## src/design/bcl_pkg.sv

```systemverilog
// Shared constants, types and helpers of the 3x3 binary closing block.
package bcl_pkg;

  // Line store depth: widest frame row supported
  localparam int MAX_WIDTH = 1024;

  // Derived widths
  localparam int COL_W  = $clog2(MAX_WIDTH);
  localparam int WID_W  = $clog2(MAX_WIDTH + 1);
  localparam int WARM_W = $clog2(2 * MAX_WIDTH + 3);

  // Register and field widths
  localparam int FW_W      = 11;
  localparam int FH_W      = 12;
  localparam int ROW_W     = 12;
  localparam int CFG_W     = 12;
  localparam int CFG_IDX_W = 1;
  localparam int LS_W      = 2;

  // Register indexes
  localparam logic [CFG_IDX_W-1:0] REG_FRAME_WIDTH  = 1'd0;
  localparam logic [CFG_IDX_W-1:0] REG_FRAME_HEIGHT = 1'd1;

  // Register reset values
  localparam logic [FW_W-1:0] FRAME_WIDTH_RST  = 11'd640;
  localparam logic [FH_W-1:0] FRAME_HEIGHT_RST = 12'd480;

  // Which neighbors of a window center lie inside the frame
  typedef struct packed {
    logic top;
    logic bot;
    logic left;
    logic right;
  } bcl_edge_t;

  // Per-item control carried down the pipeline
  typedef struct packed {
    logic             dil_v;
    bcl_edge_t        dil_edge;
    logic [COL_W-1:0] dil_addr;
    logic             out_v;
    bcl_edge_t        ero_edge;
    logic             last;
  } bcl_item_t;

  // One result word
  typedef struct packed {
    logic pixel_out;
    logic frame_last;
  } bcl_word_t;

  // Expand edge flags to a 9-bit in-frame mask.
  // Bits [8:6] left column, [5:3] center, [2:0] right; in each column bit 0 is the top row.
  function automatic logic [8:0] win_mask(bcl_edge_t e);
    logic [2:0] rows;
    logic [2:0] cols;
    logic [8:0] m;
    int         i;
    int         j;
    rows = {e.bot, 1'b1, e.top};
    cols = {e.left, 1'b1, e.right};
    m    = '0;
    for (j = 0; j < 3; j++) begin
      for (i = 0; i < 3; i++) begin
        m[j*3+i] = cols[j] & rows[i];
      end
    end
    return m;
  endfunction

endpackage

```

## src/design/bcl_outq.sv

```systemverilog
// Two-word result stage: output register plus skid register.
module bcl_outq (
  input  logic               clk,
  input  logic               rst_n,
  input  logic               push,
  input  bcl_pkg::bcl_word_t push_word,
  input  logic               out_stall,
  output logic               out_valid,
  output bcl_pkg::bcl_word_t out_word,
  output logic               full
);
  import bcl_pkg::*;

  logic      out_valid_r;
  logic      skid_valid_r;
  bcl_word_t out_word_r;
  bcl_word_t skid_word_r;
  logic      out_free;

  assign out_free = !out_valid_r || !out_stall;

  // Valid flags
  always_ff @(posedge clk) begin
    if (!rst_n) begin
      out_valid_r  <= 1'b0;
      skid_valid_r <= 1'b0;
    end else if (out_free) begin
      out_valid_r  <= skid_valid_r || push;
      skid_valid_r <= 1'b0;
    end else if (push) begin
      skid_valid_r <= 1'b1;
    end
  end

  // Move words: skid drains first, else a new word goes straight out
  always_ff @(posedge clk) begin
    if (out_free) begin
      out_word_r <= skid_valid_r ? skid_word_r : push_word;
    end else if (push) begin
      skid_word_r <= push_word;
    end
  end

  assign out_valid = out_valid_r;
  assign out_word  = out_word_r;
  assign full      = skid_valid_r;

endmodule

```

## config.mk

```make
export PLATFORM = sky130hd
export DESIGN_NAME = bcl_outq
export DESIGN_NICKNAME = d
export VERILOG_FILES = /design/src/design/bcl_pkg.sv /design/src/design/bcl_outq.sv
export SDC_FILE = /design/constraint.sdc
export NUM_CORES = 1
export LEC_CHECK = 0
export BUFFER_PORTS_ARGS = -buffer_cell sky130_fd_sc_hd__buf_2
export CORE_AREA = 2 2 39 41
export CTS_CLUSTER_DIAMETER = 120
export DETAILED_ROUTE_END_ITERATION = 7
export DIE_AREA = 0 0 41 43
export HOLD_SLACK_MARGIN = 0.06
export SETUP_SLACK_MARGIN = 0.4
export SLEW_MARGIN = 5
export SYNTH_ARGS = -nofsm -noshare
export SYNTH_HDL_FRONTEND = slang
export SYNTH_SLANG_ARGS = --single-unit
```

## constraint.sdc

```tcl
create_clock -name clk -period 0.95 [get_ports clk]
set_input_delay 0.1425 -clock clk [delete_from_list [all_inputs] [get_ports clk]]
set_output_delay 0.1425 -clock clk [all_outputs]
set_load 0.05 [all_outputs]
```

==> results.yml, run 1 <==
status:
  status: "finished clean"
routing:
  num_vias: 163
  wl_met3_um: 84
  wl_met2_um: 208
  wl_um: 465
  drt-vias-per-instance: 3.79
  routedLengthMet1_um: 171
  drtAntennaViolNets: 0
  dr.pass1.iters: 2
  drc: 0
  wire_per_inst_um: 10.8
  top_layer_used: "met3"
  drt-initial-drc-count: 4
clock_network:
  clk_transition_reported_paths_ns: 0.05
  h-tree-depth: 1
  cts_inserted_buffers: 3
  tritoncts: "done"
  root_buffer: "clkbuf_4"
  clock_path_buffers: 2
  cts_sinks: 6
  clk_latency_ns: 0.25
placement:
  hpwl_um: 348
  io_buffer_count: 9
  routabilityCongestion: 0.643
  post-place-ws_ns: 0.0406
sta:
  worst_slew_pin_slew_ns: 0.101
  timing.final.crit_share_pct: 99.3
  setup_ws_ns: 0.00689
  finalHoldViolCount: 0
  max_slew_margin_pct: 93.2
  period_needed_ns: 0.943
  timing.fmax_mhz: 1060
  finClkSkew_ns: 0.0114
  slew_viol_final: 0
  finalSetupViolations: 0
  grt_setup_unrepaired: "true"
critical_path:
  critical_path_arrival_ns: 0.80
  cp_max_fo: 1
  worstPathCellList: "buf_6"
  r2r-start: "full$_SDFFE_PP0P_"
  crit_path_end_kind: "output port"
  critPathSlowestCell: "edfxtp_1"
  startpoint: "out_word[0]$_DFFE_PP_"
  path_buf_inv: 1
  start_kind: "flop"
  cp.required_ns: 0.81
  cpLargestDelayFamily: "flip-flops"
  path_class: "flop to output port"
  slowest_delay_ns: 0.38
layout:
  multi_input_area_um2: 83.8
  drive_above_1_share_pct: 77.8
  final_core_util_pct: 27.9
  antennaDiodeCount: 0
  regArea_um2: 168
  final_nets: 34
  n_fill_cell: 144
  syn2layout_area_growth_pct: 78.6
die:
  num_io_pins: 10
  coreArea_um2: 1380
  die_y_um: 43
  floorplan.initialDensity_pct: 15.6
  rows: 14
  dieArea_um2: 1760
  chipWidth_um: 41
global_route:
  first_global_vias: 166
  grt_first_pass_wirelength_um: 745
  grt_use_total_pct: 7.47
  grt_max_degree: 5
  overflow: 0
  antenna_found_initial: 0
yosys:
  synth-seq-cells: 6
  yosysSeqAreaShare_pct: 74.0
  syn_nets: 19
  syn-cell-area_um2: 216
  synth.area.top_cells: "edfxtp_1 (55%), dfxtp_1 (18%), mux2_2 (10%), nor3b_2 (5.8%), a21boi_0 (3.5%)"
  synth_top_area_cell: "edfxtp_1"
  synth_area_per_cell_um2: 16.7
  netlist_instances: 13
  synth_top_area_share_pct: 55.5
  ys_types: 8
  ys_warn_count: 0
min_path:
  hold_class: "primary input to flop"
  hp-start: "push_word[1]"
power:
  power.leakage_nw: 0.159
  ir_drop_mv: 0.574
  p_per_area_nw_per_um2: 1700
flow_run:
  maxCapViolCount: 0
cells in the mapped netlist:
cell type  count
a21boi_0       1
and3_1         1
dfxtp_1        2
edfxtp_1       4
mux2_2         2
nand2_1        1
nor2_1         1
nor3b_2        1
where the power goes:
part | switching (mW) | total (mW) | internal, mW
clock | 0.0958 | 0.255 | 0.159
sequential | 0.0106 | 0.301 | 0.291
combinational | 0.0562 | 0.103 | 0.0466
total | 0.163 | 0.659 | 0.496
state kept, by name, indices dropped and copies added (netlist names):
name,count
out_word,2
skid_word_r,2
out_valid,1
full,1
kinds of logic (layout without fill, tap and decap cells):
kind of cell | count (synthesis) | in the layout | synth area share (%)
AO/OA/AOI/OAI | 1 | 1 | 3.47
buffers and inverters | 0 | 14 | 0
multiplexers | 2 | 2 | 10.4
flip-flops | 6 | 6 | 74.0
AND/OR/NAND/NOR | 4 | 4 | 12.1
cell usage in the layout (no fill, tap or decap):
cell      netlist  final
buf_2           0      5
nor2_4          0      1
a21boi_1        0      1
mux2_4          0      2
dfxtp_4         0      2
nor3b_2         1      1
clkbuf_1        0      1
buf_8           0      2
clkbuf_4        0      3
buf_6           0      3
nand2_4         0      1
edfxtp_1        4      4
and3_4          0      1
repair_timing:
action	CTS	global route
pin swaps	3	0
hold buffers	0	0
cloned	0	0
setup buffers	1	0
endpoints found under the setup margin	12	12
resized for setup	14	0
layout make-up:
| cell class | instances | area share (%) |
|---|---|---|
| repair buffers | 10 | 23.0 |
| flip-flops and latches | 6 | 43.4 |
| well taps | 16 | 5.18 |
| multi-input cells | 7 | 21.7 |
| clock buffers | 4 | 6.80 |
per-stage QoR:
step / TNS (ns) / total power [mW] / area, µm² / cells / hold slack (ns)
3_3_place_gp: 0 / 0.381 / 309 / 38 / 0.339
5_1_grt: -0.0784 / 0.718 / 387 / 43 / 0.0718
6_report: 0 / 0.659 / 387 / 43 / 0.0894
2_1_floorplan: -0.108 / 0.358 / 244 / 13 / 0.241
4_1_cts: -0.0287 / 0.678 / 387 / 43 / 0.0788
3_5_place_dp: 0 / 0.385 / 309 / 38 / 0.344
routing by layer:
metal / vias up / GRT usage [%]
met3: 0 / 9.95
met2: 13 / 9.69
li1: 75 / -
met4: 0 / 2.00
met1: 75 / 6.89
met5: - / 0
path summary, 6_finish.rpt:
kind / end / cells past startpoint / slack [ns]
min reg2reg: full$_SDFFE_PP0P_ / 2 / 0.51
max: out_word[0] / 1 / 0.007
min: skid_word_r[1]$_DFFE_PP_ / 1 / 0.09
max reg2reg: out_word[0]$_DFFE_PP_ / 1 / 0.03
No activity file was read; power rests on OpenSTA's default activity.
==> inputs of run 2 (changes only) <==
==> constraint.sdc (replaced) <==
create_clock -name clk -period 1.2 [get_ports clk]
set_input_delay 0.18 -clock clk [delete_from_list [all_inputs] [get_ports clk]]
set_output_delay 0.18 -clock clk [all_outputs]
set_load 0.05 [all_outputs]
==> run 2 against run 1 <==
- register-to-register slack gained 0.25 ns
- setup slack improved by 0.23 ns
- routed wire length fell by 9.2%
- hold slack gained 0.044 ns
- clock-buffer cell count did not move
- core utilization decreased by 1.7 points
- clock skew decreased by 0.0067 ns
- combinational power down 26%
- sequential cell count is the same
- sequential power fell by 21%
- via count decreased by 3.1%
- critical endpoint unchanged
- largest power group unchanged
==> results.yml, run 2 (synthesis results as in run 1) <==
die:
  die_y_um: 43
  floorplan.initialDensity_pct: 15.6
  rows: 14
  dieArea_um2: 1760
  coreArea_um2: 1380
  num_io_pins: 10
  chipWidth_um: 41
power:
  intPower_mw: 0.389
  power_switching_mw: 0.121
  switching_share_pct: 23.7
  ir_drop_mv: 0.360
  power.leakage_nw: 0.145
  p_clk_share_pct: 38.5
  p_per_area_nw_per_um2: 1400
  power_frac_seq_pct: 46.6
  pwr-share-comb_pct: 14.9
sta:
  tns_ns: 0
  worst_slew_pin_slew_ns: 0.145
  period_needed_ns: 0.968
  holdWs_ns: 0.133
  finalSetupViolations: 0
  slew_viol_final: 0
  finClkSkew_ns: 0.00472
  timing.fmax_mhz: 1030
  grt_setup_unrepaired: "true"
  finalHoldViolCount: 0
  timing.final.crit_share_pct: 80.6
  max_slew_margin_pct: 90.3
clock_network:
  cts_resized: 9
  cts-hold-fix-buffers: 0
  h-tree-depth: 1
  root_buffer: "clkbuf_4"
  clk_transition_reported_paths_ns: 0.05
  cts_sinks: 6
  tritoncts: "done"
  cts_setup_buffers: 0
  cts_inserted_buffers: 3
  clk_latency_ns: 0.24
  clock_path_buffers: 2
placement:
  io_buffer_count: 9
  routabilityCongestion: 0.590
global_route:
  overflow: 0
  antenna_found_initial: 0
  grt_first_pass_wirelength_um: 710
  grt_use_total_pct: 6.98
  grt_max_degree: 5
  first_global_vias: 167
routing:
  wl_um: 422
  routedLengthMet1_um: 177
  wire_per_inst_um: 10.0
  wl_met3_um: 69
  drc: 0
  dr.pass1.iters: 1
  drtAntennaViolNets: 0
  drt-vias-per-instance: 3.76
  drt-initial-drc-count: 0
  num_vias: 158
  wl_met2_um: 169
  top_layer_used: "met4"
flow_run:
  maxCapViolCount: 0
critical_path:
  path_buf_inv: 1
  path_class: "flop to output port"
  worstPathCellList: "buf_6"
  cp_max_fo: 1
  cp.required_ns: 1.02
  critical_path_arrival_ns: 0.79
  crit_path_end_kind: "output port"
  critPathSlowestCell: "edfxtp_1"
  cpLargestDelayFamily: "flip-flops"
  slowest_delay_ns: 0.38
  start_kind: "flop"
layout:
  syn2layout_area_growth_pct: 67.6
  drive_above_1_share_pct: 73.1
  final_common_cell: "buf_2"
  multi_input_area_um2: 71.3
  final_nets: 33
  most-common-layout-cells: "buf_2 (5), edfxtp_1 (4), clkbuf_4 (3)"
  n_fill_cell: 146
  antennaDiodeCount: 0
  final_core_util_pct: 26.2
  regArea_um2: 168
min_path:
  hold_class: "primary input to flop"
status:
  status: "finished clean"
run 2: cell types whose count changed in the layout (fill, tap and decap cells not counted), sizes merged:
cell and change:
buf -1
run 2: metal layers:
layer / GRT usage (%) / up-vias
met5: 0 / -
li1: - / 75
met4: 8.00 / 0
met3: 7.33 / 2
met2: 7.19 / 10
met1: 6.58 / 71
run 2: power by group through the flow:
stage,Sequential (mW),Combinational [mW],Clock [mW]
3_3_place_gp,0.238,0.0629,0
4_1_cts,0.237,0.0766,0.208
3_5_place_dp,0.238,0.0651,0
6_report,0.237,0.0761,0.196
5_1_grt,0.238,0.0806,0.228
2_1_floorplan,0.268,0.0144,0
run 2: metrics by stage:
| stage | instances | total power [mW] | setup WS (ns) | area [µm²] |
|---|---|---|---|---|
| 3_3_place_gp | 38 | 0.300 | 0.312 | 304 |
| 3_5_place_dp | 38 | 0.303 | 0.285 | 304 |
| 2_1_floorplan | 13 | 0.282 | 0.196 | 239 |
| 5_1_grt | 42 | 0.546 | 0.196 | 363 |
| 6_report | 42 | 0.510 | 0.232 | 363 |
| 4_1_cts | 42 | 0.522 | 0.214 | 359 |
run 2: worst paths after layout:
| check | start | to | slack (ns) | depth (start not counted) |
|---|---|---|---|---|
| hold reg to reg | out_valid$_SDFFE_PN0P_ | full$_SDFFE_PP0P_ | 0.54 | 2 |
| setup reg to reg | full$_SDFFE_PP0P_ | out_word[0]$_DFFE_PP_ | 0.28 | 1 |
| hold / removal | push_word[0] | skid_word_r[0]$_DFFE_PP_ | 0.13 | 1 |
| setup / recovery | out_word[0]$_DFFE_PP_ | out_word[0] | 0.23 | 1 |
run 2: cell type report:
type                       count  area share, %
sequential                     6           46.2
multi-input combinational      7           19.7
clock buffer                   4           7.24
timing repair buffer           9           21.4
tap                           16           5.52
