## config.mk

```make
export PLATFORM = sky130hd
export DESIGN_NAME = bcl_window
export DESIGN_NICKNAME = d
export VERILOG_FILES = /design/src/design/bcl_pkg.sv /design/src/design/bcl_ram.sv /design/src/design/bcl_window.sv
export SDC_FILE = /design/constraint.sdc
export NUM_CORES = 2
export LEC_CHECK = 0
export BUFFER_PORTS_ARGS = -buffer_cell sky130_fd_sc_hd__buf_2
export CAP_MARGIN = 5
export CORE_MARGIN = 2
export CORE_UTILIZATION = 40
export DETAILED_ROUTE_END_ITERATION = 6
export GPL_ROUTABILITY_DRIVEN = 0
export PLACE_DENSITY = 0.52
export SLEW_MARGIN = 25
export SYNTH_ARGS = -nofsm -noshare
export SYNTH_HDL_FRONTEND = slang
export SYNTH_HIERARCHICAL = 1
export SYNTH_SLANG_ARGS = --single-unit
```

## constraint.sdc

```tcl
create_clock -name clk -period 16.9 [get_ports clk]
set_clock_uncertainty 0.2 [all_clocks]
set_input_delay 1.69 -clock clk [delete_from_list [all_inputs] [get_ports clk]]
set_output_delay 1.69 -clock clk [all_outputs]
set_load 0.02 [all_outputs]
```

## src/design/bcl_pkg.sv

```systemverilog
// Shared constants, types and helpers of the 3x3 binary closing block.
package bcl_pkg;

  // Line store depth: widest frame row supported
  localparam int MAX_WIDTH = 1024;

  // Derived widths
  localparam int COL_W  = $clog2(MAX_WIDTH);
  localparam int WID_W  = $clog2(MAX_WIDTH + 1);
  localparam int WARM_W = $clog2(2 * MAX_WIDTH + 3);

  // Register and field widths
  localparam int FW_W      = 11;
  localparam int FH_W      = 12;
  localparam int ROW_W     = 12;
  localparam int CFG_W     = 12;
  localparam int CFG_IDX_W = 1;
  localparam int LS_W      = 2;

  // Register indexes
  localparam logic [CFG_IDX_W-1:0] REG_FRAME_WIDTH  = 1'd0;
  localparam logic [CFG_IDX_W-1:0] REG_FRAME_HEIGHT = 1'd1;

  // Register reset values
  localparam logic [FW_W-1:0] FRAME_WIDTH_RST  = 11'd640;
  localparam logic [FH_W-1:0] FRAME_HEIGHT_RST = 12'd480;

  // Which neighbors of a window center lie inside the frame
  typedef struct packed {
    logic top;
    logic bot;
    logic left;
    logic right;
  } bcl_edge_t;

  // Per-item control carried down the pipeline
  typedef struct packed {
    logic             dil_v;
    bcl_edge_t        dil_edge;
    logic [COL_W-1:0] dil_addr;
    logic             out_v;
    bcl_edge_t        ero_edge;
    logic             last;
  } bcl_item_t;

  // One result word
  typedef struct packed {
    logic pixel_out;
    logic frame_last;
  } bcl_word_t;

  // Expand edge flags to a 9-bit in-frame mask.
  // Bits [8:6] left column, [5:3] center, [2:0] right; in each column bit 0 is the top row.
  function automatic logic [8:0] win_mask(bcl_edge_t e);
    logic [2:0] rows;
    logic [2:0] cols;
    logic [8:0] m;
    int         i;
    int         j;
    rows = {e.bot, 1'b1, e.top};
    cols = {e.left, 1'b1, e.right};
    m    = '0;
    for (j = 0; j < 3; j++) begin
      for (i = 0; i < 3; i++) begin
        m[j*3+i] = cols[j] & rows[i];
      end
    end
    return m;
  endfunction

endpackage

```

## src/design/bcl_ram.sv

```systemverilog
// Generic single-port-write, single-port-read RAM with registered read data.
module bcl_ram #(
  parameter int WIDTH = 2,
  parameter int DEPTH = 1024
) (
  input  logic                     clk,
  input  logic                     we,
  input  logic [$clog2(DEPTH)-1:0] waddr,
  input  logic [WIDTH-1:0]         wdata,
  input  logic                     re,
  input  logic [$clog2(DEPTH)-1:0] raddr,
  output logic [WIDTH-1:0]         rdata
);

  logic [WIDTH-1:0] mem [DEPTH];
  logic [WIDTH-1:0] rdata_r;

  // Write, then register the read word
  always_ff @(posedge clk) begin
    if (we) begin
      mem[waddr] <= wdata;
    end
    if (re) begin
      rdata_r <= mem[raddr];
    end
  end

  assign rdata = rdata_r;

endmodule

```

## src/design/bcl_window.sv

```systemverilog
// Line store plus 3x3 window: read-modify-write of a two-row column word per pixel.
module bcl_window (
  input  logic                     clk,
  input  logic                     rst_n,
  input  logic                     step,
  input  logic                     rd_en,
  input  logic [bcl_pkg::COL_W-1:0] rd_addr,
  input  logic                     pix,
  output logic [8:0]               win
);
  import bcl_pkg::*;

  logic             valid_r;
  logic             pix_r;
  logic [COL_W-1:0] addr_r;
  logic             fwd_r;
  logic [LS_W-1:0]  fwd_data_r;
  logic [8:0]       win_r;
  logic [LS_W-1:0]  rdata;
  logic [LS_W-1:0]  word;
  logic [LS_W-1:0]  wdata;
  logic [2:0]       col;

  // Stored word holds {row r, row r-1}; a read gives the two rows above the pixel
  bcl_ram #(
    .WIDTH (LS_W),
    .DEPTH (MAX_WIDTH)
  ) u_ram (
    .clk   (clk),
    .we    (step && valid_r),
    .waddr (addr_r),
    .wdata (wdata),
    .re    (step && rd_en),
    .raddr (rd_addr),
    .rdata (rdata)
  );

  // Take the word being written in the same cycle as our read
  assign word  = fwd_r ? fwd_data_r : rdata;
  assign col   = {pix_r, word};
  assign wdata = {pix_r, word[1]};

  // Advance control and shift the window
  always_ff @(posedge clk) begin
    if (!rst_n) begin
      valid_r <= 1'b0;
      fwd_r   <= 1'b0;
      win_r   <= '0;
    end else if (step) begin
      valid_r <= rd_en;
      fwd_r   <= valid_r && (addr_r == rd_addr);
      if (valid_r) begin
        win_r <= {win_r[5:0], col};
      end
    end
  end

  // Hold pixel, address and bypass word
  always_ff @(posedge clk) begin
    if (step) begin
      pix_r      <= pix;
      addr_r     <= rd_addr;
      fwd_data_r <= wdata;
    end
  end

  assign win = win_r;

endmodule

```

==> insert_results.sql <==
INSERT INTO impl_metrics (metric_group, metric, value, unit) VALUES
('drt', 'drt-vias-per-instance', '5.87', ''),
('layout', 'layout.core_utilization', '45.2', '%'),
('drt', 'drt-total-wl', '246000', 'µm'),
('sta', 'share_of_the_clock_period_used_by_the_worst_path_after_layout', '39.2', '%'),
('sta', 'finalHoldWorstSlack', '0.267', 'ns'),
('sta', 'maxSlewViolCount', '0', ''),
('global_routing', 'grt.total_usage', '22.7', '%'),
('placement', 'hpwlAfterDp', '136000', 'µm'),
('setup_path', 'timing.critical_path.from_type', 'primary input', ''),
('yosys', 'post_synth_instance_area', '0.0847', 'mm²'),
('layout', 'area_growth', '12.1', '%'),
('floorplanning', 'initial_core_util', '40.3', '%'),
('setup_path', 'timing.critical_path.fanout_max', '104', ''),
('yosys', 'ys_async_sr_fraction', '0', '%'),
('sta', 'worst_slew_pin_slew', '1.13', 'ns'),
('worst_hold_path', 'min-delay-path-class', 'reg -> reg', ''),
('sta', 'rsz0062_at_grt', 'no', ''),
('clock_network', 'clock_tree.htree_level_count', '4', ''),
('clock_network', 'cts_buffers', '214', ''),
('floorplanning', 'die_area', '0.215', 'mm²'),
('floorplanning', 'chipWidth', '464', 'µm'),
('floorplanning', 'dieHeight', '464', 'µm'),
('global_routing', 'via_count_of_the_first_global_routing_pass', '46919', ''),
('yosys', 'synth_ff_type', 'sky130_fd_sc_hd__edfxtp_1', ''),
('global_routing', 'grt_antenna_before_repair', '18', ''),
('layout', 'layout-drive-gt1-share', '19.8', '%'),
('floorplanning', 'fp-row-count', '168', ''),
('clock_network', 'cts-root-to-sink-buffers', '3', ''),
('yosys', 'synth_enable_flop_cells', '2063', ''),
('layout', 'nets_final', '4861', ''),
('drt', 'ant_nets', '0', ''),
('placement', 'placement.io_buffers', '23', ''),
('floorplanning', 'io_pins', '24', ''),
('drt', 'detail_route.wl_per_cell', '31.4', 'µm'),
('yosys', 'synth_nets', '4883', ''),
('yosys', 'ys_seq_area_share', '73.4', '%'),
('clock_network', 'clock_insertion_delay_worst_skew', '0.86', 'ns'),
('yosys', 'yosys_warnings', '6', ''),
('flow_run', 'max_cap_violations', '0', ''),
('sta', 'final_hold_viol_count', '0', ''),
('drt', 'remaining_drc_errors', '0', ''),
('clock_network', 'cts_setup_buffers', '0', ''),
('clock_network', 'cts_hold_buffers', '0', ''),
('global_routing', 'grt_first_pass_wirelength', '349000', 'µm'),
('setup_path', 'timing.critical_path.to_type', 'register', ''),
('sta', 'setup-violations-final', '0', ''),
('yosys', 'yosysUniqueCellTypes', '71', ''),
('setup_path', 'worst-setup-path-type', 'in -> reg', ''),
('run_status', 'status', 'finished, final reports clean', ''),
('drt', 'drt_first_iter_violations', '5290', ''),
('pwr', 'power_density', '116', 'mW/mm²'),
('drt', 'detailedRoute.firstPassIterationCount', '5', ''),
('sta', 'clock.fmax', '151', 'MHz'),
('pwr', 'p_leak', '28.5', 'nW'),
('setup_path', 'worst-endpoint-arrival', '7.14', 'ns'),
('yosys', 'synth.ff_latch_count', '2074', ''),
('pwr', 'power.ir.vdd_worst', '0.111', 'mV'),
('yosys', 'post_synthesis_mean_instance_area', '17.4', 'µm²'),
('yosys', 'number_of_standard_cells_after_synthesis', '4868', ''),
('global_routing', 'grt_max_degree', '245', ''),
('floorplanning', 'core_region_area', '0.210', 'mm²'),
('clock_network', 'postcts_resize_cnt', '0', ''),
('clock_network', 'clock_sinks', '2074', ''),
('sta', 'slew_headroom', '24.8', '%'),
('clock_network', 'clockRootBuffer', 'sky130_fd_sc_hd__clkbuf_16', ''),
('clock_network', 'worst_setup_hold_path_clk_slew', '0.06', 'ns'),
('global_routing', 'grt_remaining_overflow', '0', ''),
('drt', 'routed-via-count', '45969', ''),
('setup_path', 'wp_data_required', '17.42', 'ns'),
('sta', 'finalSetupTns', '0', 'ns'),
('sta', 'timing.final.crit_period', '6.62', 'ns'),
('clock_network', 'tritoncts_clock_tree', 'yes', '');
[stage by stage]
step | power (mW) | cell area, µm² | instances | setup WS [ns]
after detailed placement | 6.39 | 87900 | 7434 | 9.34
after CTS | 11.1 | 94900 | 7829 | 10.25
after global placement | 6.39 | 87800 | 7431 | 9.40
final | 11.0 | 94900 | 7831 | 10.28
after floorplan | 6.25 | 84700 | 4868 | 1.98
after global routing | 11.3 | 94900 | 7831 | 9.93
[flip-flops by register name, summed over array words and instances, names as in the netlist]
| name | count |
|---|---|
| fwd_r | 1 |
| fwd_data_r | 2 |
| pix_r | 1 |
| u_ram/mem | 2048 |
| win | 9 |
| addr_r | 10 |
| u_ram/rdata | 2 |
| valid_r | 1 |
[logic make-up (layout without fill, tap and decap cells)]
logic type	Yosys count	in the layout	share of synthesized area (%)
compound gates	363	363	3.04
flops	2074	2074	73.4
simple gates	1350	1350	6.47
buf+inv	405	562	2.48
other cells	0	1	0
mux	666	666	14.5
xor+xnor	10	10	0.103
[critical path, cell delays in order]
cell and delay [ns]:
sky130_fd_sc_hd__buf_8 0.45, sky130_fd_sc_hd__buf_12 0.56, sky130_fd_sc_hd__buf_12 0.56, sky130_fd_sc_hd__buf_12 0.58, sky130_fd_sc_hd__buf_4 0.65, sky130_fd_sc_hd__mux2i_1 0.17, sky130_fd_sc_hd__o221ai_1 0.25, sky130_fd_sc_hd__nor4_1 0.08
sky130_fd_sc_hd__nor3_1 0.34, sky130_fd_sc_hd__nand4_1 0.16, sky130_fd_sc_hd__o21ai_0 0.78, sky130_fd_sc_hd__nand4_1 0.21, sky130_fd_sc_hd__nand4_1 0.16
[power breakdown]
| group | switching [mW] | total (mW) | internal, mW |
|---|---|---|---|
| Combinational | 0.395 | 0.568 | 0.174 |
| Sequential | 0.00855 | 5.71 | 5.70 |
| Clock | 2.04 | 4.69 | 2.65 |
[cells in the final DEF (no fill, tap or decap), types with 9 or more instances in the layout]
| master | n |
|---|---|
| sky130_fd_sc_hd__mux2i_1 | 206 |
| sky130_fd_sc_hd__nand3_4 | 24 |
| sky130_fd_sc_hd__clkbuf_16 | 215 |
| sky130_fd_sc_hd__a22o_1 | 13 |
| sky130_fd_sc_hd__a21oi_1 | 70 |
| sky130_fd_sc_hd__buf_2 | 18 |
| sky130_fd_sc_hd__clkinvlp_4 | 13 |
| sky130_fd_sc_hd__a22oi_1 | 45 |
| sky130_fd_sc_hd__nor2b_1 | 9 |
| sky130_fd_sc_hd__nor2_1 | 1052 |
| sky130_fd_sc_hd__clkbuf_1 | 41 |
| sky130_fd_sc_hd__bufinv_16 | 20 |
| sky130_fd_sc_hd__buf_4 | 125 |
| sky130_fd_sc_hd__clkinv_2 | 52 |
| sky130_fd_sc_hd__o221ai_1 | 82 |
| sky130_fd_sc_hd__clkinv_1 | 41 |
| sky130_fd_sc_hd__mux4_2 | 449 |
| sky130_fd_sc_hd__nor3_1 | 43 |
| sky130_fd_sc_hd__o21ai_0 | 36 |
| sky130_fd_sc_hd__a211oi_1 | 12 |
| sky130_fd_sc_hd__a221oi_1 | 13 |
| sky130_fd_sc_hd__nand4_1 | 14 |
| sky130_fd_sc_hd__nand3_1 | 17 |
| sky130_fd_sc_hd__edfxtp_1 | 2063 |
| sky130_fd_sc_hd__dfxtp_1 | 11 |
| sky130_fd_sc_hd__buf_12 | 9 |
| sky130_fd_sc_hd__nand2_1 | 102 |
| sky130_fd_sc_hd__o22ai_1 | 45 |
[worst paths after layout]
path | startpoint | endpoint | slack [ns] | cells after the start
worst max-delay path | rd_addr[0] | u_ram/rdata[0] | 10.28 | 13
worst min-delay path | win[6] | win[6] | 0.27 | 2
worst max register to register | pix_r | u_ram/mem[173][1] | 12.12 | 5
worst min register to register | win[6] | win[6] | 0.27 | 2
[Yosys cell counts, types with 8 or more instances]
| master | instances | area share, % |
|---|---|---|
| sky130_fd_sc_hd__a211oi_1 | 13 | 0.12 |
| sky130_fd_sc_hd__a21oi_1 | 70 | 0.41 |
| sky130_fd_sc_hd__a221oi_1 | 13 | 0.13 |
| sky130_fd_sc_hd__a22o_1 | 13 | 0.13 |
| sky130_fd_sc_hd__a22oi_1 | 45 | 0.40 |
| sky130_fd_sc_hd__and3_1 | 8 | 0.059 |
| sky130_fd_sc_hd__buf_1 | 54 | 0.24 |
| sky130_fd_sc_hd__buf_2 | 27 | 0.16 |
| sky130_fd_sc_hd__buf_4 | 28 | 0.25 |
| sky130_fd_sc_hd__buf_6 | 33 | 0.44 |
| sky130_fd_sc_hd__buf_8 | 14 | 0.25 |
| sky130_fd_sc_hd__clkbuf_1 | 240 | 1.1 |
| sky130_fd_sc_hd__dfxtp_1 | 11 | 0.26 |
| sky130_fd_sc_hd__edfxtp_1 | 2063 | 73 |
| sky130_fd_sc_hd__mux2_2 | 9 | 0.12 |
| sky130_fd_sc_hd__mux2i_1 | 206 | 2.4 |
| sky130_fd_sc_hd__mux4_2 | 449 | 12 |
| sky130_fd_sc_hd__nand2_1 | 112 | 0.50 |
| sky130_fd_sc_hd__nand2b_1 | 8 | 0.059 |
| sky130_fd_sc_hd__nand3_1 | 41 | 0.24 |
| sky130_fd_sc_hd__nand4_1 | 14 | 0.10 |
| sky130_fd_sc_hd__nor2_1 | 1056 | 4.7 |
| sky130_fd_sc_hd__nor2b_1 | 14 | 0.10 |
| sky130_fd_sc_hd__nor3_1 | 45 | 0.27 |
| sky130_fd_sc_hd__nor3b_1 | 11 | 0.097 |
| sky130_fd_sc_hd__nor4_1 | 9 | 0.066 |
| sky130_fd_sc_hd__o21ai_0 | 36 | 0.21 |
| sky130_fd_sc_hd__o221ai_1 | 82 | 0.85 |
| sky130_fd_sc_hd__o22ai_1 | 45 | 0.33 |
[layout make-up]
cell class / instances / area (µm²)
Clock inverter: 139 / 1430
Inverter: 7 / 31.3
Antenna cell: 1 / 2.50
Tap cell: 2805 / 3510
Multi-Input combinational cell: 2389 / 20900
Timing Repair Buffer: 160 / 1320
Sequential cell: 2074 / 62200
Clock buffer: 256 / 5530
Fill cell: 18273 / 115000
[layer usage]
layer,share of wire [%],global-route usage [%],vias to the layer above
li1,-,-,19140
met1,42,31.6,24759
met2,49,37.0,1741
met3,6.7,3.44,329
met4,2.7,6.47,0
met5,0,0,-
Note: power is estimated with default switching activity, not from simulation.
