### src/design/bcl_pkg.sv
// Shared constants, types and helpers of the 3x3 binary closing block.
package bcl_pkg;

  // Line store depth: widest frame row supported
  localparam int MAX_WIDTH = 1024;

  // Derived widths
  localparam int COL_W  = $clog2(MAX_WIDTH);
  localparam int WID_W  = $clog2(MAX_WIDTH + 1);
  localparam int WARM_W = $clog2(2 * MAX_WIDTH + 3);

  // Register and field widths
  localparam int FW_W      = 11;
  localparam int FH_W      = 12;
  localparam int ROW_W     = 12;
  localparam int CFG_W     = 12;
  localparam int CFG_IDX_W = 1;
  localparam int LS_W      = 2;

  // Register indexes
  localparam logic [CFG_IDX_W-1:0] REG_FRAME_WIDTH  = 1'd0;
  localparam logic [CFG_IDX_W-1:0] REG_FRAME_HEIGHT = 1'd1;

  // Register reset values
  localparam logic [FW_W-1:0] FRAME_WIDTH_RST  = 11'd640;
  localparam logic [FH_W-1:0] FRAME_HEIGHT_RST = 12'd480;

  // Which neighbors of a window center lie inside the frame
  typedef struct packed {
    logic top;
    logic bot;
    logic left;
    logic right;
  } bcl_edge_t;

  // Per-item control carried down the pipeline
  typedef struct packed {
    logic             dil_v;
    bcl_edge_t        dil_edge;
    logic [COL_W-1:0] dil_addr;
    logic             out_v;
    bcl_edge_t        ero_edge;
    logic             last;
  } bcl_item_t;

  // One result word
  typedef struct packed {
    logic pixel_out;
    logic frame_last;
  } bcl_word_t;

  // Expand edge flags to a 9-bit in-frame mask.
  // Bits [8:6] left column, [5:3] center, [2:0] right; in each column bit 0 is the top row.
  function automatic logic [8:0] win_mask(bcl_edge_t e);
    logic [2:0] rows;
    logic [2:0] cols;
    logic [8:0] m;
    int         i;
    int         j;
    rows = {e.bot, 1'b1, e.top};
    cols = {e.left, 1'b1, e.right};
    m    = '0;
    for (j = 0; j < 3; j++) begin
      for (i = 0; i < 3; i++) begin
        m[j*3+i] = cols[j] & rows[i];
      end
    end
    return m;
  endfunction

endpackage

### src/design/bcl_ctrl.sv
// Frame registers, raster position counters and per-item control for the closing block.
module bcl_ctrl (
  input  logic                         clk,
  input  logic                         rst_n,
  input  logic                         cfg_we,
  input  logic [bcl_pkg::CFG_IDX_W-1:0] cfg_index,
  input  logic [bcl_pkg::CFG_W-1:0]    cfg_wdata,
  input  logic                         take,
  input  logic                         in_filler,
  output logic                         go,
  output bcl_pkg::bcl_item_t           item,
  output logic [bcl_pkg::COL_W-1:0]    col_addr
);
  import bcl_pkg::*;

  logic [FW_W-1:0]   frame_width_r,  frame_width_nxt;
  logic [FH_W-1:0]   frame_height_r, frame_height_nxt;
  logic [WARM_W-1:0] warm_r, warm_nxt;
  logic [COL_W-1:0]  ic_r, ic_nxt;
  logic [ROW_W-1:0]  ir_r, ir_nxt;
  logic [COL_W-1:0]  dc_r, dc_nxt;
  logic [ROW_W-1:0]  dr_r, dr_nxt;
  logic [COL_W-1:0]  ec_r, ec_nxt;
  logic [ROW_W-1:0]  er_r, er_nxt;

  logic [WID_W-1:0]  eff_w;
  logic [COL_W-1:0]  w_m1;
  logic [ROW_W-1:0]  eff_h;
  logic [ROW_W-1:0]  h_m1;
  logic [WARM_W-1:0] th_dil;
  logic [WARM_W-1:0] th_out;
  logic              in_frame;
  logic              dil_act;
  logic              out_act;
  logic              last;

  // Clamp frame size
  always_comb begin
    if (frame_width_r == '0) begin
      eff_w = WID_W'(1);
    end else if (32'(frame_width_r) > 32'(MAX_WIDTH)) begin
      eff_w = WID_W'(MAX_WIDTH);
    end else begin
      eff_w = WID_W'(frame_width_r);
    end
    eff_h = (frame_height_r == '0) ? ROW_W'(1) : ROW_W'(frame_height_r);
  end

  assign w_m1   = COL_W'(eff_w - WID_W'(1));
  assign h_m1   = eff_h - ROW_W'(1);
  assign th_dil = WARM_W'(eff_w) + WARM_W'(1);
  assign th_out = WARM_W'({eff_w, 1'b0}) + WARM_W'(2);

  // Stage activity and item qualification
  assign in_frame = (ir_r < eff_h);
  assign dil_act  = (warm_r >= th_dil);
  assign out_act  = (warm_r >= th_out);
  assign last     = out_act && (er_r == h_m1) && (ec_r == w_m1);
  assign go       = take && !(in_frame && in_filler);
  assign col_addr = ic_r;

  // Control word for this item
  always_comb begin
    item.dil_v          = dil_act;
    item.dil_edge.top   = (dr_r != '0);
    item.dil_edge.bot   = (dr_r < h_m1);
    item.dil_edge.left  = (dc_r != '0);
    item.dil_edge.right = (dc_r != w_m1);
    item.dil_addr       = dc_r;
    item.out_v          = out_act;
    item.ero_edge.top   = (er_r != '0);
    item.ero_edge.bot   = (er_r < h_m1);
    item.ero_edge.left  = (ec_r != '0);
    item.ero_edge.right = (ec_r != w_m1);
    item.last           = last;
  end

  // Next register and counter values
  always_comb begin
    frame_width_nxt  = frame_width_r;
    frame_height_nxt = frame_height_r;
    warm_nxt         = warm_r;
    ic_nxt           = ic_r;
    ir_nxt           = ir_r;
    dc_nxt           = dc_r;
    dr_nxt           = dr_r;
    ec_nxt           = ec_r;
    er_nxt           = er_r;
    if (cfg_we) begin
      unique case (cfg_index)
        REG_FRAME_WIDTH:  frame_width_nxt  = cfg_wdata[FW_W-1:0];
        REG_FRAME_HEIGHT: frame_height_nxt = cfg_wdata[FH_W-1:0];
        default: ;
      endcase
      // Restart the frame
      warm_nxt = '0;
      ic_nxt   = '0;
      ir_nxt   = '0;
      dc_nxt   = '0;
      dr_nxt   = '0;
      ec_nxt   = '0;
      er_nxt   = '0;
    end else if (go) begin
      if (last) begin
        warm_nxt = '0;
        ic_nxt   = '0;
        ir_nxt   = '0;
        dc_nxt   = '0;
        dr_nxt   = '0;
        ec_nxt   = '0;
        er_nxt   = '0;
      end else begin
        if (!out_act) begin
          warm_nxt = warm_r + WARM_W'(1);
        end
        // Input position: column keeps cycling through the flush, row stops at the frame end
        ic_nxt = (ic_r == w_m1) ? '0 : ic_r + COL_W'(1);
        if (in_frame && (ic_r == w_m1)) begin
          ir_nxt = ir_r + ROW_W'(1);
        end
        // Dilation center
        if (dil_act) begin
          dc_nxt = (dc_r == w_m1) ? '0 : dc_r + COL_W'(1);
          if ((dc_r == w_m1) && (dr_r < eff_h)) begin
            dr_nxt = dr_r + ROW_W'(1);
          end
        end
        // Result position
        if (out_act) begin
          ec_nxt = (ec_r == w_m1) ? '0 : ec_r + COL_W'(1);
          if (ec_r == w_m1) begin
            er_nxt = er_r + ROW_W'(1);
          end
        end
      end
    end
  end

  // Registers
  always_ff @(posedge clk) begin
    if (!rst_n) begin
      frame_width_r  <= FRAME_WIDTH_RST;
      frame_height_r <= FRAME_HEIGHT_RST;
      warm_r         <= '0;
      ic_r           <= '0;
      ir_r           <= '0;
      dc_r           <= '0;
      dr_r           <= '0;
      ec_r           <= '0;
      er_r           <= '0;
    end else begin
      frame_width_r  <= frame_width_nxt;
      frame_height_r <= frame_height_nxt;
      warm_r         <= warm_nxt;
      ic_r           <= ic_nxt;
      ir_r           <= ir_nxt;
      dc_r           <= dc_nxt;
      dr_r           <= dr_nxt;
      ec_r           <= ec_nxt;
      er_r           <= er_nxt;
    end
  end

endmodule

### config.mk
export PLATFORM = sky130hd
export DESIGN_NAME = bcl_ctrl
export DESIGN_NICKNAME = d
export VERILOG_FILES = /design/src/design/bcl_pkg.sv /design/src/design/bcl_ctrl.sv
export SDC_FILE = /design/constraint.sdc
export NUM_CORES = 1
export LEC_CHECK = 0
export ABC_AREA = 1
export BUFFER_PORTS_ARGS = -buffer_cell sky130_fd_sc_hd__buf_4
export CELL_PAD_IN_SITES_DETAIL_PLACEMENT = 0
export CELL_PAD_IN_SITES_GLOBAL_PLACEMENT = 1
export CORE_MARGIN = 2
export CORE_UTILIZATION = 30
export DETAILED_ROUTE_END_ITERATION = 7
export GPL_TIMING_DRIVEN = 1
export PLACE_DENSITY_LB_ADDON = 0.15
export SYNTH_ARGS = -nofsm -noshare
export SYNTH_HDL_FRONTEND = slang
export SYNTH_SLANG_ARGS = --single-unit
### constraint.sdc
create_clock -name clk -period 4.05 [get_ports clk]
set_input_delay 0.6075 -clock clk [delete_from_list [all_inputs] [get_ports clk]]
set_output_delay 0.6075 -clock clk [all_outputs]
set_load 0.005 [all_outputs]
==> results of run 1 <==
## path summary, 6_finish.rpt
check	from	endpoint	depth (start not counted)
min	dc_r[9]$_SDFFE_PP0P_	dc_r[9]$_SDFFE_PP0P_	2
min reg2reg	dc_r[9]$_SDFFE_PP0P_	dc_r[9]$_SDFFE_PP0P_	2
max reg2reg	frame_height_r[2]$_SDFFE_PN0P_	ir_r[9]$_SDFFE_PP0P_	22
max	frame_height_r[4]$_SDFFE_PN0P_	item[18]	18
## critical path: cells and delay by family (launching register included)
family / cells / cell delay [ns]
flip-flops: 1 / 0.36
adder cells (fa/ha/maj): 2 / 0.49
XOR/XNOR: 1 / 0.25
buffers and inverters: 2 / 0.21
AO/OA/AOI/OAI: 3 / 0.47
AND/OR/NAND/NOR: 10 / 1.11
## repair_timing
item                       4_1_cts  5_1_grt
setup endpoints to repair       10       44
buffers inserted                 0        3
resized for setup               11       31
pin swaps                        2        4
## layout make-up
class                      instances  area, um^2  area share (%)
multi-input combinational       1001        5540            58.4
sequential                       101        2030            21.4
inverter                         170         638            6.73
timing repair buffer              69         518            5.47
tap                              341         427            4.50
clock buffer                      11         243            2.56
clock inverter                     5        81.3           0.858
## power groups by stage
stage | clock network (mW) | registers (mW) | logic, mW
after floorplan | 0 | 1.04 | 0.300
after global placement | 0 | 1.05 | 0.441
after detailed placement | 0 | 1.05 | 0.439
after CTS | 1.02 | 1.03 | 0.444
after global routing | 1.06 | 1.03 | 0.514
final | 1.00 | 1.03 | 0.455
## cell usage in the layout, fill, tap and decap left out, drive strengths merged, types with 3 or more instances in the layout
cell    netlist  layout
ha           68      68
buf          18      69
nand3       107     107
inv         170     171
xnor2         3       3
o21ai        51      51
xor2         41      41
a211oi        3       3
a21oi        91      91
nor3         33      33
o21a          4       4
o211ai       10      10
nand4        47      47
clkbuf       17      11
nand2       319     319
nand3b       14      14
nor2        174     174
nor4         10      10
or2           3       3
dfxtp       101     101
nor3b         5       5
o21bai        3       3
## flip-flops by register name, summed over array words and instances (netlist names)
register,count
ir_r,12
warm_r,12
ec_r,10
er_r,12
dr_r,12
col_addr,10
frame_height_r,12
dc_r,10
frame_width_r,11
## metal layers
metal	track usage (%)	up-vias	share of wire, %
met5	0	-	0
met4	5.02	0	1.5
met3	1.98	22	4.0
met2	30.0	167	43
met1	29.2	3858	52
li1	-	4370	-
## cell families (layout without fill, tap and decap cells)
group	after synthesis	in the layout	share of synthesized area (%)
adder cells (fa/ha/maj)	68	68	10.3
XOR/XNOR	45	45	4.95
flip-flops	101	101	24.5
AND/OR/NAND/NOR	714	714	38.5
buffers and inverters	205	255	10.1
AO/OA/AOI/OAI	173	173	11.6
other	1	1	0.0454
## per-stage QoR
step | cell area (um^2) | cells | hold slack, ns
floorplan | 8270 | 1307 | 0.442
global placement | 9000 | 1679 | 0.479
detailed placement | 9000 | 1679 | 0.486
CTS | 9360 | 1695 | 0.492
global route | 9480 | 1698 | 0.495
finish | 9480 | 1698 | 0.491
==> metrics, run 1 <==
Final Critical Period 3.86 ns; leakage power 4.16 nW; vias in the first global route 7842; most frequent cell after synthesis nand2_1; full die area 0.0289 mm^2; drt via density 4.96; IR drop worst, VDD 0.135 mV; post-layout util 35.1%; CP Class flip-flop to primary output; Mean Syn Cell Area 6.32 um^2; initial antenna violation count 0; Critical Path RT 3.44 ns; pre-CTS WS 0.000327 ns; clock-pin slew on the worst setup and hold paths 0.08 ns; Fmax 259 MHz; Combinational Power Share 18.3%; slowest CP cell dfxtp_2; cts bufs inserted 9; clock network power share 40.3%; Hold Buf Count CTS 0; Max Slew Vio Count 0; Cell Area, Synth 0.00827 mm^2; critical-path cell list nor2_2 -> nand3_2 -> nor2_4 -> nand2_1 -> nand2_2 -> inv_2 -> ha_2 -> nand3_1 -> xor2_2 -> ha_1 -> nand2_1 -> nor2_1 -> a211oi_1 -> o21ai_0 -> nor2_1 -> nor2_1 -> a211oi_1 -> buf_4; endpoints failing setup 0; worst-margin pin slew 0.637 ns; Mapped Cells 1307; clk_lat worst skew 0.37 ns; Seq/Total Area, Yosys 24.5%; number of max-cap violations 0; Layout fillers 2981; switching power 0.768 mW; Top cell by count, worst path nor2_1; status complete, no violations; Avg WL per Cell 16.4 um; largest net degree at the start of global routing 25; H-tree levels 3; startpoint types flip-flop; setup ws final 0.191 ns; synth warn 0; CP peak stage delay 0.36 ns; antenna-violating nets left 0; crit share post-route 95.3%; # diodes 0; NumNets Final 1438; Post-route DRC 0; nature of the critical path endpoint primary output; Synth area leader dfxtp_1; slew margin rel. 57.4%; post-synth cell types 47; I/O Buffers 49; dpl hpwl 22.0 mm; top cells by count, synth nand2_1, nor2_1, inv_1; GPL Wtd Cong 0.854; row cnt 60; Post-synth EDFFs 0; chip height 170 um; drt first pass iters 5; ys async rst share 0%; clock sink count 101; clk_skew 0.0140 ns; TritonCTS clock tree done; starting density of the core 30.6%; io pins 50; flop2flop setup slack 0.44 ns; final hold violation count 0; Most used DFF post-synth dfxtp_1; Int Pwr 1.72 mW; total track usage 19.6%; Core ar. 0.0270 mm^2; layout cell share with drive strength beyond 1 11.8%; Pwr Density 262 mW/mm^2; top-area cell type share of the netlist area 24.5%; Switching Fraction 30.9%; Die Wd 170 um; CP max FO 4; maximum clock path buffer count 2; total power 2.48 mW; ranking of synthesized cells by area dfxtp_1, nand2_1, ha_1; gr ovfl total 0; Final TNS setup 0 ns; root buffer cell clkbuf_16; first-pass GRT wire length 43.9 mm; critical path arrival 3.25 ns; 1st-iter DRT viols 568; total wire length 27.8 mm; via count 8417; area growth from synthesis to layout 14.6%; Min-Delay Path Class flip-flop to flip-flop; Sequential Power Share 41.4%; Yosys reg bits 101; total nets after synthesis 1393
(Power assumes the default switching activity.)
==> run 2: changes to the inputs <==
--- a/config.mk
+++ b/config.mk
@@ -12,6 +12,7 @@
 export CORE_MARGIN = 2
 export CORE_UTILIZATION = 30
 export DETAILED_ROUTE_END_ITERATION = 7
+export GPL_ROUTABILITY_DRIVEN = 0
 export GPL_TIMING_DRIVEN = 1
 export PLACE_DENSITY_LB_ADDON = 0.15
 export SYNTH_ARGS = -nofsm -noshare
==> constraint.sdc (replaced) <==
create_clock -name clk -period 4.05 [get_ports clk]
set_input_delay 0.2025 -clock clk [delete_from_list [all_inputs] [get_ports clk]]
set_output_delay 0.2025 -clock clk [all_outputs]
set_load 0.005 [all_outputs]
==> run 2 against run 1 <==
Sequential power is essentially flat. Sequential cell count is the same. Total power shrank 6.2%. First-iteration DRC count shrank 9.3%. Largest cell class unchanged. Clock skew shrank 0.0044 ns. Cell count shrank 0.12%. Maximum frequency grew 2.9%.
==> metrics, run 2 (synthesized netlist as in run 1, its figures left out) <==
r2r endpoint er_r[6]$_SDFFE_PP0P_; IR drop worst, VDD 0.113 mV (-16%); Reg2Reg Launch Point frame_width_r[8]$_SDFFE_PN0P_; Design Area, Final 0.00934 mm^2 (-1.4%); TritonCTS clock tree done; hold path start cfg_wdata[9]; Hold WS 0.104 ns (-0.387 ns); drt first pass iters 5 (unchanged); R2R depth 23 (+4.5%); root buffer cell clkbuf_16; gr ovfl total 0 (unchanged); vias in the first global route 8011 (+2.2%); layout cell share with drive strength beyond 1 10.1% (-1.7 points); Area after DPL 0.00898 mm^2 (-0.17%); # diodes 0 (unchanged); first-pass GRT wire length 44.3 mm (+1.1%); endpoints failing setup 0 (unchanged); full die area 0.0289 mm^2 (unchanged); Hold Path Depth 3 (+1); Final Critical Period 3.75 ns (-0.109 ns); drt via density 4.98 (+0.53%); leakage power 4.11 nW (-1.1%); starting density of the core 30.6% (unchanged); io pins 50 (unchanged); number of max-cap violations 0 (unchanged); dpl hpwl 22.1 mm (+0.24%); clk_lat worst skew 0.36 ns (about the same); I/O Buffers 49 (unchanged); commonest cells after routing, fill and taps aside nand2_1, nor2_1, inv_1; clk_skew 0.00964 ns (-0.00438 ns); final hold violation count 0 (unchanged); Final TNS setup 0 ns (unchanged); H-tree levels 3 (unchanged); status complete, no violations; area growth from synthesis to layout 13.0%; worst-margin pin slew 0.736 ns (+0.0990 ns); startpoint types flip-flop; total track usage 19.6% (+0.046 points); NumNets Final 1436 (-0.14%); clock sink count 101 (unchanged); Layout fillers 3019 (+1.3%); total wire length 27.6 mm (-0.68%); largest net degree at the start of global routing 33 (+32%); Hold Buf Count CTS 0 (unchanged); antenna-violating nets left 0 (unchanged); commonest non-fill, non-tap cell in the layout nand2_1; Worst Hold End frame_width_r[9]$_SDFFE_PN1P_; initial antenna violation count 0 (unchanged); CP Class flip-flop to primary output; Avg WL per Cell 16.3 um (-0.57%); unrepaired setup endpoints after global routing false; Min-Delay Path Class input port to flip-flop; critical path arrival 3.55 ns (+0.30 ns); cts bufs inserted 9 (unchanged); Critical Path RT 3.85 ns (+0.41 ns); via count 8452 (+0.42%); CP max FO 11 (+7); nature of the critical path endpoint primary output; Die Wd 170 um (unchanged); Fmax 267 MHz (+2.9%); chip height 170 um (unchanged); total power 2.33 mW (-6.2%); Core ar. 0.0270 mm^2 (unchanged); slew margin rel. 50.9% (-6.5 points); clock-pin slew on the worst setup and hold paths 0.08 ns (about the same); maximum clock path buffer count 2 (unchanged); flop2flop setup slack 0.41 ns (-0.03 ns); Pwr Density 249 mW/mm^2 (-4.9%); 1st-iter DRT viols 515 (-9.3%); Post-route DRC 0 (unchanged); row cnt 60 (unchanged); Max Slew Vio Count 0 (unchanged); crit share post-route 92.6% (-2.7 points)
==> run 2: cell count changes in the layout (fill, tap and decap cells not counted), sizes merged <==
cell,previous run,this run
clkinvlp,1,3
nand2,319,320
bufinv,2,0
buf,69,66
==> run 2: repair_timing <==
item | 4_1_cts | 5_1_grt
setup buffers | 0 | 2
cloned | 0 | 1
endpoints found under the setup margin | 1 | 52
pin swaps | 0 | 4
hold endpoints to repair | 0 | 0
gates resized for setup | 2 | 18
==> run 2: area by class of cell <==
cell class | count | area [um^2] | share of cell area [%]
tap | 341 | 427 | 4.57
inverter | 170 | 638 | 6.83
clock inverter | 5 | 36.3 | 0.388
clock buffer | 11 | 233 | 2.49
timing repair buffer | 66 | 495 | 5.30
multi-input combinational | 1002 | 5490 | 58.8
sequential | 101 | 2020 | 21.7
==> run 2: how the worst max path moves through the flow <==
stage                                         from                    end  slack [ns]  depth (start not counted)
finish              frame_height_r[6]$_SDFFE_PN1P_                item[0]        0.30                         22
global route         frame_width_r[8]$_SDFFE_PN0P_                item[0]       0.007                         20
CTS                 frame_height_r[6]$_SDFFE_PN1P_                item[0]        0.01                         22
detailed placement  frame_height_r[8]$_SDFFE_PN1P_  ir_r[11]$_SDFFE_PP0P_        0.07                         26
global placement    frame_height_r[8]$_SDFFE_PN1P_   ir_r[5]$_SDFFE_PP0P_        0.07                         25
floorplan            frame_width_r[2]$_SDFFE_PN0P_   dr_r[4]$_SDFFE_PP0P_        1.02                         21
==> run 2: report_power, final <==
part | switching, mW | leakage, nW | internal, mW
sequential | 0.0169 | 0.819 | 1.01
clock | 0.440 | 0.122 | 0.421
combinational | 0.307 | 3.17 | 0.138
==> run 2: through the flow <==
step / std cells / setup WS [ns] / utilization (%)
2_1_floorplan: 1307 / 1.02 / -
3_3_place_gp: 1677 / 0.0695 / 33.2
3_5_place_dp: 1677 / 0.0653 / 33.2
4_1_cts: 1693 / 0.0132 / 34.3
5_1_grt: 1696 / 0.00699 / 34.6
6_report: 1696 / 0.300 / 34.6
==> run 2: worst max-delay path: stages, from the launching register on <==
cell	delay, ns
dfxtp_1	0.39
inv_2	0.10
nand3_1	0.15
nor2_2	0.06
nand2_1	0.07
nand2_2	0.10
inv_2	0.10
ha_2	0.21
nand2_2	0.09
nor2_2	0.17
nand2_1	0.12
xor2_2	0.19
ha_1	0.29
nand2_1	0.04
inv_1	0.07
nand3_2	0.10
nor2_2	0.12
nand2_1	0.12
nor2_4	0.18
nand2_4	0.09
inv_2	0.10
buf_4	0.20
buf_4	0.13
==> run 2: metal layers <==
metal / global-route usage (%) / share of wire, % / routed length, um / vias up
met5: 0 / 0 / 0 / -
met1: 29.7 / 53 / 14800 / 3917
met4: 4.72 / 1.4 / 400 / 0
met2: 30.0 / 42 / 11700 / 141
met3: 1.60 / 2.6 / 718 / 18
li1: - / - / - / 4376
==> run 3: changes to the inputs <==
--- a/config.mk
+++ b/config.mk
@@ -5,7 +5,7 @@
 export SDC_FILE = /design/constraint.sdc
 export NUM_CORES = 1
 export LEC_CHECK = 0
-export ABC_AREA = 1
+export ABC_AREA = 0
 export BUFFER_PORTS_ARGS = -buffer_cell sky130_fd_sc_hd__buf_4
 export CELL_PAD_IN_SITES_DETAIL_PLACEMENT = 0
 export CELL_PAD_IN_SITES_GLOBAL_PLACEMENT = 1
@@ -14,6 +14,7 @@
 export DETAILED_ROUTE_END_ITERATION = 7
 export GPL_ROUTABILITY_DRIVEN = 0
 export GPL_TIMING_DRIVEN = 1
+export MAX_ROUTING_LAYER = met4
 export PLACE_DENSITY_LB_ADDON = 0.15
 export SYNTH_ARGS = -nofsm -noshare
 export SYNTH_HDL_FRONTEND = slang
==> run 3 against run 2 <==
Sequential share of layout area fell by 2.1 points. Critical path depth fell by 9. Global-route usage rose by 1.5 points. Cell count fell by 6.2%. Highest routed layer unchanged. Sequential power barely moved. Hold slack got worse by 0.024 ns. Via count rose by 1.2%. Maximum frequency fell by 7.1%. Register-to-register slack got worse by 0.28 ns. Clock power rose by 8.8%. Wire length rose by 8.2%.
==> metrics, run 3 <==
status complete, no violations; Pwr Density 242 mW/mm^2 (-3.0%); commonest cells after routing, fill and taps aside buf_4, nand2_1, dfxtp_1; via count 8551 (+1.2%); Yosys reg bits 101 (unchanged); post-synth cell types 83 (+77%); most frequent cell after synthesis nand2_1; register area 0.00203 mm^2 (+0.19%); unrepaired setup endpoints after global routing true; Reg2Reg Launch Point frame_width_r[3]$_SDFFE_PN0P_; ys async rst share 0% (unchanged); R2R depth 14 (-39%); Inst Count DP 1564 (-6.7%); Met2 Wirelength 14.6 mm (+24%); r2r endpoint warm_r[7]$_SDFFE_PP0P_; Switching Fraction 31.2% (-1.6 points); TritonCTS clock tree done; Final Critical Period 4.04 ns (+0.288 ns); Post-Layout Cell Count 1591 (-6.2%); Sequential Power Share 40.9% (-3.1 points); I/O Buffers 49 (unchanged); Avg WL per Cell 18.8 um (+15%); switching power 0.781 mW (+2.4%); worst-margin pin slew 0.894 ns (+0.158 ns); Synth area leader dfxtp_1; drt via density 5.37 (+7.8%); io pins 50 (unchanged); clock network power share 37.4% (+0.5 points); CP max FO 11 (unchanged); Post-route DRC 0 (unchanged); Fmax 248 MHz (-7.1%); first-pass GRT wire length 46.9 mm (+5.9%); vias in the first global route 8063 (+0.65%); Post-synth EDFFs 0 (unchanged); Critical Path RT 3.85 ns (about the same); cts bufs inserted 9 (unchanged); Die Wd 172 um (+1.0%); Cell Area, Synth 0.00844 mm^2 (+2.1%); 1st-iter DRT viols 698 (+36%); crit path from frame_width_r[3]$_SDFFE_PN0P_; clk_skew 0.00918 ns (-0.000461 ns); endpoints failing setup 0 (unchanged); total wire length 29.9 mm (+8.2%); Mean Syn Cell Area 7.68 um^2 (+21%); critical path arrival 3.84 ns (+0.29 ns); Max Slew Vio Count 0 (unchanged); area of the multi-input gates 0.00610 mm^2 (+11%); largest net degree at the start of global routing 49 (+48%); Most used DFF post-synth dfxtp_1; Hold WS 0.0801 ns (-0.0238 ns); leakage power 3.95 nW (-4.0%); top routing layer in use met4; number of max-cap violations 0 (unchanged); dpl hpwl 23.3 mm (+5.2%); maximum clock path buffer count 2 (unchanged); drt first pass iters 6 (+1); antenna-violating nets left 0 (unchanged); Min-Delay Path Class input port to flip-flop; wire length on met1 13.9 mm (-6.0%); NumNets Final 1295 (-9.8%); row cnt 61 (+1.7%); synth warn 0 (unchanged); Mapped Cells 1098 (-16%); chip height 172 um (+1.0%); nature of the critical path endpoint primary output; CP Class flip-flop to primary output; total power 2.51 mW (+7.5%); area growth from synthesis to layout 22.8%; top-area cell type share of the netlist area 24.0% (-0.49 points); startpoint types flip-flop; commonest non-fill, non-tap cell in the layout buf_4; Final TNS setup 0 ns (unchanged); full die area 0.0295 mm^2 (+2.0%); post-layout util 37.4% (+2.8 points); slew margin rel. 40.4% (-10 points); Seq/Total Area, Yosys 24.0% (-0.49 points); clk_lat worst skew 0.37 ns (about the same); H-tree levels 3 (unchanged); total track usage 21.1% (+1.5 points); flop2flop setup slack 0.13 ns (-0.28 ns); ranking of synthesized cells by area dfxtp_1, ha_1, nand2_1; top cells by count, synth nand2_1, dfxtp_1, nor2_1; worst setup path endpoint item[0]; Core ar. 0.0277 mm^2 (+2.5%); IR drop worst, VDD 0.225 mV (+99%); total nets after synthesis 1184 (-15%); # diodes 0 (unchanged); final hold violation count 0 (unchanged); initial antenna violation count 0 (unchanged); Hold Buf Count CTS 0 (unchanged); Layout fillers 2950 (-2.3%); clock sink count 101 (unchanged); met3 wire len 1.05 mm (+46%); gr ovfl total 0 (unchanged); crit share post-route 99.7% (+7.1 points); clock-pin slew on the worst setup and hold paths 0.08 ns (about the same); root buffer cell clkbuf_16; Combinational Power Share 21.7% (+2.6 points); Int Pwr 1.72 mW (+10%); layout cell share with drive strength beyond 1 19.5% (+9.4 points); starting density of the core 30.4% (-0.14 points)
[run 3: worst max-delay path: stages, from the launching register on]
cell and delay [ns]:
dfxtp_1 0.34, buf_4 0.19, or4_4 0.58, mux2i_1 0.16
o311ai_1 0.12, or4_4 0.54, a2111oi_4 0.42, and3_4 0.28
inv_4 0.04, buf_4 0.14, nand2b_4 0.16, a211oi_2 0.23
buf_4 0.15, buf_4 0.10
[run 3: cell type report]
type | instances | area share [%]
well taps | 378 | 4.57
flip-flops and latches | 101 | 19.6
clock inverters | 6 | 0.664
inverters | 55 | 2.02
clock buffers | 9 | 2.17
multi-input cells | 877 | 58.9
repair buffers | 165 | 12.2
[run 3: per-stage QoR]
stage / worst slack [ns] / instance area (um^2)
3_5_place_dp: -0.0563 / 9800
3_3_place_gp: 0.0228 / 9800
6_report: 0.0120 / 10400
2_1_floorplan: 0.0155 / 8460
4_1_cts: 0.0101 / 10200
5_1_grt: -0.0925 / 10400
[run 3: cells by family (layout without fill, tap and decap cells)]
family / count (synthesis) / after routing / synth area share, %
AO/OA/AOI/OAI: 284 / 284 / 23.7
XOR/XNOR: 57 / 57 / 6.08
adder cells (fa/ha/maj): 69 / 69 / 10.2
buffers and inverters: 120 / 235 / 5.93
flip-flops: 101 / 101 / 24.0
multiplexers: 14 / 14 / 1.72
other: 1 / 1 / 0.0445
AND/OR/NAND/NOR: 452 / 452 / 28.3
[run 3: timing repair]
item	4_1_cts	5_1_grt
gates resized for setup	9	30
setup buffers	4	8
pin swaps	6	15
endpoints found under the setup margin	31	63
[run 3: worst min-delay path by stage]
stage | startpoint | end | slack (ns) | depth (start not counted)
3_5_place_dp | cfg_wdata[5] | frame_height_r[5]$_SDFFE_PN1P_ | 0.46 | 3
3_3_place_gp | cfg_wdata[5] | frame_height_r[5]$_SDFFE_PN1P_ | 0.46 | 3
5_1_grt | cfg_wdata[11] | frame_height_r[11]$_SDFFE_PN0P_ | 0.09 | 3
4_1_cts | cfg_wdata[5] | frame_height_r[5]$_SDFFE_PN1P_ | 0.07 | 3
2_1_floorplan | cfg_wdata[7] | frame_width_r[7]$_SDFFE_PN1P_ | 0.33 | 2
6_report | cfg_wdata[5] | frame_height_r[5]$_SDFFE_PN1P_ | 0.08 | 3
[run 3: power groups by stage]
stage,sequential (mW),combinational [mW],clock [mW]
floorplan,1.04,0.306,0
global placement,1.04,0.515,0
detailed placement,1.04,0.512,0
CTS,1.02,0.524,0.963
global route,1.03,0.595,0.997
finish,1.03,0.544,0.936
[run 3: routing by layer]
metal  global-route usage [%]  vias up
met5                        -        -
met4                     4.57        0
met3                     2.23       23
met2                     35.7      171
met1                     27.3     4075
li1                         -     4282
